$ cat config.mk
export PLATFORM = sky130hd
export DESIGN_NAME = lidar_scan_byte_parser
export DESIGN_NICKNAME = d
export VERILOG_FILES = /design/src/design/lsbp_pkg.sv /design/src/design/lidar_scan_byte_parser.sv
export SDC_FILE = /design/constraint.sdc
export NUM_CORES = 1
export LEC_CHECK = 0
export BUFFER_PORTS_ARGS = -buffer_cell sky130_fd_sc_hd__buf_2
export CORE_MARGIN = 2
export CORE_UTILIZATION = 61
export CTS_BUF_LIST = sky130_fd_sc_hd__clkbuf_4 sky130_fd_sc_hd__clkbuf_8
export DETAILED_ROUTE_END_ITERATION = 8
export GPL_TIMING_DRIVEN = 0
export PLACE_DENSITY_LB_ADDON = 0.15
export SLEW_MARGIN = 20
export SYNTH_ARGS = -nofsm -noshare
export SYNTH_HDL_FRONTEND = slang
export SYNTH_SLANG_ARGS = --single-unit
$ cat constraint.sdc
create_clock -name clk -period 5.9 [get_ports clk]
set_input_delay 0.885 -clock clk [delete_from_list [all_inputs] [get_ports clk]]
set_output_delay 0.885 -clock clk [all_outputs]
set_load 0.005 [all_outputs]
$ cat src/design/lsbp_pkg.sv
package lsbp_pkg;

	localparam logic [7:0] DescSync1 = 8'hA5;
	localparam logic [7:0] DescSync2 = 8'h5A;
	localparam logic [2:0] DescLen = 3'd7;
	localparam logic [2:0] PktLast = 3'd4;
	localparam logic [1:0] SyncInvalid = 2'b11;

	localparam int unsigned DataWidth = 40;
	localparam int unsigned UserWidth = 2;

	typedef struct packed {
		logic        new_revolution;
		logic        has_distance;
		logic [5:0]  quality;
		logic [14:0] angle_fx;
		logic [15:0] distance_q2;
	} point_t;

endpackage

$ cat src/design/lidar_scan_byte_parser.sv
// Scan packet parser for a rotating range sensor. It takes one byte per cycle
// on the slave stream, first hunting for the 7-byte response descriptor that
// opens with A5h 5Ah, and from then on assembling 5-byte scan packets; each
// complete packet gives one point request, presented on the master stream from
// the point register after its last byte has passed the byte register. The
// byte register and the point register each stand behind their own handshake,
// so a new byte is taken in every cycle while the point register is empty or
// being drained; the parse step between the two registers is combinational.
module lidar_scan_byte_parser
	import lsbp_pkg::*;
(
	input  logic                 clk,
	input  logic                 arst_n,
	input  logic                 s_tvalid,
	output logic                 s_tready,
	input  logic [7:0]           s_tdata,  // rx_byte
	output logic                 m_tvalid,
	input  logic                 m_tready,
	output logic [DataWidth-1:0] m_tdata,  // quality, angle_fx, distance_q2, zero fill
	output logic [UserWidth-1:0] m_tuser   // new_revolution, has_distance
);

	logic       valid_s1;
	logic [7:0] byte_s1;
	logic       advance;

	logic       scan_q;
	logic [2:0] desc_cnt_q;
	logic [2:0] pkt_cnt_q;
	logic [7:0] pkt_bytes_q [4];

	logic       scan_d;
	logic [2:0] desc_cnt_d;
	logic [2:0] pkt_cnt_d;
	logic       store_en;
	logic       emit;
	point_t     point;

	logic       out_valid_q;
	point_t     out_point_q;

	assign advance  = !out_valid_q || m_tready;
	assign s_tready = !valid_s1 || advance;

	always_ff @(posedge clk or negedge arst_n) begin
		if (!arst_n) begin
			valid_s1 <= 1'b0;
		end else if (s_tready) begin
			valid_s1 <= s_tvalid;
		end
	end

	always_ff @(posedge clk) begin
		if (s_tready && s_tvalid) begin
			byte_s1 <= s_tdata;
		end
	end

	always_comb begin
		scan_d     = scan_q;
		desc_cnt_d = desc_cnt_q;
		pkt_cnt_d  = pkt_cnt_q;
		store_en   = 1'b0;
		emit       = 1'b0;
		if (!scan_q) begin
			if (desc_cnt_q == 3'd0 && byte_s1 != DescSync1) begin
				desc_cnt_d = 3'd0;
			end else if (desc_cnt_q == 3'd1 && byte_s1 != DescSync2) begin
				desc_cnt_d = 3'd0;
			end else begin
				desc_cnt_d = desc_cnt_q + 3'd1;
				if (desc_cnt_d == DescLen) begin
					scan_d    = 1'b1;
					pkt_cnt_d = 3'd0;
				end
			end
		end else begin
			case (pkt_cnt_q)
				3'd0: begin
					if (byte_s1[1:0] != SyncInvalid) begin
						store_en  = 1'b1;
						pkt_cnt_d = 3'd1;
					end
				end
				3'd1: begin
					if (byte_s1[0]) begin
						store_en  = 1'b1;
						pkt_cnt_d = 3'd2;
					end else begin
						pkt_cnt_d = 3'd0;
					end
				end
				3'd2, 3'd3: begin
					store_en  = 1'b1;
					pkt_cnt_d = pkt_cnt_q + 3'd1;
				end
				default: begin
					emit      = 1'b1;
					pkt_cnt_d = 3'd0;
				end
			endcase
		end
	end

	always_comb begin
		point.new_revolution = pkt_bytes_q[0][0];
		point.quality        = pkt_bytes_q[0][7:2];
		point.angle_fx       = {pkt_bytes_q[2], pkt_bytes_q[1][7:1]};
		point.distance_q2    = {byte_s1, pkt_bytes_q[3]};
		point.has_distance   = ({byte_s1, pkt_bytes_q[3]} != 16'd0);
	end

	always_ff @(posedge clk or negedge arst_n) begin
		if (!arst_n) begin
			scan_q     <= 1'b0;
			desc_cnt_q <= 3'd0;
			pkt_cnt_q  <= 3'd0;
		end else if (valid_s1 && advance) begin
			scan_q     <= scan_d;
			desc_cnt_q <= desc_cnt_d;
			pkt_cnt_q  <= pkt_cnt_d;
		end
	end

	always_ff @(posedge clk) begin
		if (valid_s1 && advance && store_en) begin
			pkt_bytes_q[pkt_cnt_q[1:0]] <= byte_s1;
		end
	end

	always_ff @(posedge clk or negedge arst_n) begin
		if (!arst_n) begin
			out_valid_q <= 1'b0;
		end else if (advance) begin
			out_valid_q <= valid_s1 && emit;
		end
	end

	always_ff @(posedge clk) begin
		if (advance && valid_s1 && emit) begin
			out_point_q <= point;
		end
	end

	assign m_tvalid = out_valid_q;
	assign m_tuser  = {out_point_q.has_distance, out_point_q.new_revolution};
	assign m_tdata  = {3'd0, out_point_q.distance_q2, out_point_q.angle_fx,
		out_point_q.quality};

`ifndef SYNTHESIS
	// The packet counter never runs past the fifth byte.
	assert property (@(posedge clk) disable iff (!arst_n) pkt_cnt_q <= PktLast)
		else $error("packet counter out of range");

	// No packet is assembled while the descriptor is still being hunted.
	assert property (@(posedge clk) disable iff (!arst_n) !scan_q |-> pkt_cnt_q == 3'd0)
		else $error("packet bytes counted before descriptor");

	// The hunt never reaches the full descriptor length without entering scanning.
	assert property (@(posedge clk) disable iff (!arst_n) !scan_q |-> desc_cnt_q != DescLen)
		else $error("descriptor count complete but not scanning");

	// A point request only follows a fifth packet byte.
	assert property (@(posedge clk) disable iff (!arst_n)
		$rose(out_valid_q) |-> $past(pkt_cnt_q) == PktLast && scan_q)
		else $error("point request without a complete packet");
`endif

endmodule
Word-level counts from Yosys, hierarchy flattened
Memories as Yosys holds them, arrays and structs flattened. A register that Yosys moved wholly into a read port is not among the register bits.
Cells that the tools add are included.

storage, ports and cells
  flip-flop bits (word level) = 34
  memory bits (writable) = 32
  bits of input ports = 12
  output and inout port bits = 44
  word-level logic and storage cells = 63
  memories = 1

cells by class
  add/sub/neg operators = 2
  equal/unequal tests = 11
  mux-type cells = 21
  bitwise operators = 1
  reduce and logical (&&, ||, !) cells = 19

memory list
  name         depth  bits a word  rd ports  clocked after memory_dff  wr ports  RTL line                      source
  pkt_bytes_q  4      8            4         3                         1         lidar_scan_byte_parser.sv:30  logic [7:0] pkt_bytes_q [4];

operator list
  cell                                                    number
  two-way mux 3 bit                                       7
  nonzero test 16 bit                                     1
  two-way mux 1 bit                                       11
  one-hot mux 3 bit (3 select lines)                      1
  inequality test 8 x 7 -> 1 bit (second input constant)  1
  inequality test 8 bit (second input constant)           1
  logical AND 1 bit                                       7
  adder 3 x 1 -> 3 bit (second input constant)            2
  == test 3 x 1 -> 1 bit (second input constant)          2
  == test 3 x 2 -> 1 bit (second input constant)          2
  logical NOT 3 bit                                       2
  inequality test 2 bit (second input constant)           3
  AND reduction 5 bit                                     1
  OR reduction 4 bit                                      1
  == test 3 bit (second input constant)                   1
  inequality test 3 bit (second input constant)           1
  one-hot mux 1 bit (3 select lines)                      1
  logical NOT 1 bit                                       2
  logical OR 1 bit                                        2
  two-way mux 2 bit                                       1
  AND reduction 2 bit                                     1
  nonzero test 2 bit                                      1
  OR reduction 2 bit                                      1
  inverter 1 bit                                          1

Longest topological paths before layout
  depth in word-level cells = 7
  depth in mapped cells = 7
  depth with buffers taken out = 7

Worst setup path before layout
Ideal clock, no wire load.

  path kind = input-to-reg
  from = input port m_tready
  to = register m_tdata[0] (netlist name)
  setup time = 0.401 ns
  arrival = 2.195 ns
  data required time = 5.499 ns
  setup slack = 3.304 ns
  stages = 3
  path buffers = 0
  cell sequence = nor2b_1 > nor2b_1 > and3_1

on the way
  cells in the longest elaborated chain, start to end = 3

ends and longest elaborated chain
  what                            RTL line                       source
  from (decl)                     lidar_scan_byte_parser.sv:18   input logic m_tready,
  logical OR 1 bit                lidar_scan_byte_parser.sv:42   assign advance = !out_valid_q || m_tready;
  logical AND 1 bit (2 in a row)  lidar_scan_byte_parser.sv:140  if (advance && valid_s1 && emit) begin

Every way passes these cells.
A chain may end at the register's enable or synchronous reset.

Worst setup path after layout
  from = input port m_tready
  to = output port s_tready

on the way
  cells in the longest elaborated chain, start to end = 2

ends and longest elaborated chain
  what              RTL line                      source
  logical OR 1 bit  lidar_scan_byte_parser.sv:42
  logical OR 1 bit  lidar_scan_byte_parser.sv:43  assign s_tready = !valid_s1 || advance;
  to (decl)         lidar_scan_byte_parser.sv:15  output logic s_tready,

Every way passes these cells.

==> results by group <==
Finish
  – Layout Cells excl Fill: between 300 and 400
  – Fin util: around three quarters
  – Most frequent cells in the layout: edfxtp_1, buf_2, inv_1
  – Footprint of the multi-input gates: about 470 sq um
  – Layout area overhead: 18.6%
  – Nets: ~250
  – Share of cells above drive strength 1: between 30 and 40%
  – Commonest non-fill, non-tap cell in the layout: edfxtp_1
  – Fin area: between 3000 and 4000 sq um
  – Layout fillers: 285
  – N_diodes: 0
  – Sequential Area: between 2000 and 3000 sq um

CTS
  – Worst-Skew Late Latency: roughly 0.34 ns
  – Sink Count: 86
  – Worst-path clk slew: roughly 0.080 ns
  – # hold bufs at CTS: 0
  – Post-CTS sizing: 0
  – CTS tree: yes
  – Postcts setup bufs: 0
  – Max H-tree Level: 3
  – Root Driver: clkbuf_8
  – CTS Buffer Depth: 2
  – CTS Buf Count: 9

Synth
  – Count of warnings emitted by yosys: 0
  – Post-synthesis sequential area ratio: ~83%
  – Cells after Synth: between 150 and 200
  – Yosys top cell area share: 75.3%
  – Cell area after synthesis: just over 3000 sq um
  – Largest family of logic cells by synthesized area: simple AND/OR/NAND/NOR gates
  – Compound-gate portion of the synthesized area: roughly 3.7%
  – Mux cell area share after synthesis: less than 1%
  – Adder-cell area share of the yosys netlist: around 3.7%
  – Simple logic cell fraction of the synthesized area: between 6 and 7%
  – Synthesized flop and latch total: between 80 and 90
  – Synth top area cells: edfxtp_1, dfrtp_1, ha_1, inv_1, a21o_1
  – Post-synth top area cell: edfxtp_1
  – Synth Area per Inst: between 15 and 20 sq um
  – Synth Area in XOR/XNOR: less than 1%
  – Distinct cell type count after synthesis: 34

Timing
  – Fin crit period: 2.33 ns
  – Fmax: ~0.43 GHz
  – Final Hold Fails: 0
  – TNS Setup: 0 ns
  – Setup Skew: ~0.0085 ns
  – Max-slew violations: 0
  – Final setup viols: 0
  – Least-Margin Pin Slew: between 0.6 and 0.7 ns
  – Final Cycle Share: between 30% and 40%
  – Slew HR: approximately 54%
  – RSZ-0062 raised after global routing: no

Route
  – Pre-antenna DRT Iters: 5
  – DRT iter0 DRCs: 47
  – DR vias: about 1.6k
  – DRC: 0
  – Avg WL per Cell: about 15 um
  – Routed wire length: 4.54 mm
  – Routed Antenna Nets: 0
  – Via/cell ratio: 5.26

Worst setup path
  – CP max stage cell: nor2b_1
  – Worst EP arrival: roughly 1.4 ns
  – CP max FO: 4
  – Critical-path cell list: buf_2 -> nor2b_1 -> nand2_1 -> buf_2
  – Max incr delay on CP: about 0.20 ns
  – Worst EP required: around 5.0 ns
  – Buf/Inv on CP: 2
  – Crit-path leading delay family: simple AND/OR/NAND/NOR gates
  – CP dominant cell by count: buf_2
  – Crit path kind: input pin to output port
  – Crit end category: output port
  – Startpoint class of the critical path: input pin

GRT
  – Vias in the first global route: between 1k and 1.5k
  – Largest net degree at the start of global routing: 23
  – GRT overflow: 0
  – Initial antenna violation count: 0
  – Gr usage total: a little under a fifth
  – First-pass GRT wire length: around 7.1 mm

Power
  – Clock power frac: approximately 30%
  – Pwr/cell area: about 370 nW/um^2
  – Pleak: approximately 1.4 nW
  – Worst vdd ir: roughly 0.25 mV
  – Sequential power share: a little under three fifths
  – Internal power of the cells: between 0.9 and 1 mW
  – Gate power share: ~14%
  – NetSw: roughly 0.34 mW
  – Switching share of power: 25.6%

Placement
  – Placed Cells: 287
  – Global placer's final weighted congestion: approximately 0.85
  – Post-DP HPWL: around 3.1 mm
  – IO buf count: 52
  – Area post-placement: approximately 3500 sq um

Floorplanning
  – I/O Pins: 56
  – Initial Utilization: 64.2%
  – Die Y: about 75 um
  – FP Rows: 25
  – Die area: 5620 sq um
  – Core area: ~4800 sq um
  – Die Width: roughly 75 um

Job
  – Max Cap Viol: 0

Run status
  – Status: finished clean

Worst hold path
  – HP Class: input pin to async pin
-- synthesized netlist by cell type (all sizes together) --
master / instances
edfxtp: 77
inv: 11
dfrtp: 9
ha: 9
nand2: 6
a21o: 4
nor2: 4
nor4: 4
o21ai: 4
a21oi: 3
buf: 3
nor2b: 3
nor3: 3
a211o: 2
and2: 2
and4: 2
nand2b: 2
nand3: 2
nand4: 2
a31oi: 1
a41o: 1
and3: 1
clkbuf: 1
conb: 1
mux2: 1
nand3b: 1
nand4b: 1
nor3b: 1
o2111ai: 1
o22ai: 1
or2: 1
xor2: 1
-- metrics by stage --
| step | setup slack (ns) | hold WS (ns) | total power [mW] |
|---|---|---|---|
| 2_1_floorplan | 3.30 | 0.400 | 0.906 |
| 3_3_place_gp | 2.88 | 0.404 | 0.944 |
| 3_5_place_dp | 3.35 | 0.405 | 0.961 |
| 4_1_cts | 3.56 | 0.365 | 1.35 |
| 5_1_grt | 3.45 | 0.368 | 1.41 |
| 6_report | 3.57 | 0.371 | 1.34 |
-- power groups by stage --
stage	Sequential (mW)	Combinational (mW)	Clock, mW
after floorplan	0.759	0.147	0
after global placement	0.767	0.178	0
after detailed placement	0.772	0.189	0
after CTS	0.758	0.191	0.399
after global routing	0.764	0.222	0.419
final	0.758	0.191	0.392
-- kinds of logic after synthesis --
group / count (synthesis)
AO/OA/AOI/OAI: 17
adder cells (fa/ha/maj): 9
flip-flops: 86
buffers and inverters: 15
XOR/XNOR: 1
other: 1
AND/OR/NAND/NOR: 35
multiplexers: 1
-- area by class of cell --
class,count,share of cell area (%)
Clock inverter,5,1.65
Clock buffer,10,3.61
Timing Repair Buffer,53,7.90
Multi-Input combinational cell,66,13.0
Tap cell,67,2.30
Inverter,11,1.13
Sequential cell,86,69.7
Buffer,4,0.721
-- registers in the layout, summed over array words and instances, names as in the netlist --
register	cells
m_tuser	2
desc_cnt_q	3
valid_s1	1
m_tvalid	1
scan_q	1
m_tdata	37
pkt_cnt_q	3
pkt_bytes_q	30
byte_s1	8
-- worst register-to-register path, delay by kind of cell, from the launching register on --
kind                       cells  cell delay, ns
adders and majority gates      1            0.17
DFF                            1            0.42
and+or+nand+nor                3            0.84
buffers and inverters          1            0.10
AOI/OAI and AO/OA              2            0.31
-- worst paths after layout --
check / start / slack [ns] / cells past startpoint / endpoint
min in group clk: pkt_bytes_q[2][3] / 0.42 / 0 / m_tdata[16]
min: arst_n / 0.37 / 1 / m_tvalid
max in group asynchronous: arst_n / 5.36 / 1 / desc_cnt_q[0]
min reg2reg: pkt_bytes_q[2][3] / 0.42 / 0 / m_tdata[16]
max: m_tready / 3.57 / 4 / s_tready
max reg2reg: pkt_cnt_q[1] / 3.69 / 7 / pkt_bytes_q[2][3]
-- per-layer routing --
layer | up-vias | share of wire (%) | track usage (%)
li1 | 751 | - | -
met1 | 769 | 44 | 22.2
met2 | 61 | 49 | 29.7
met3 | 7 | 5.7 | 7.10
met4 | 0 | 1.3 | 6.35
met5 | - | 0 | 0
(Power assumes the default switching activity.)
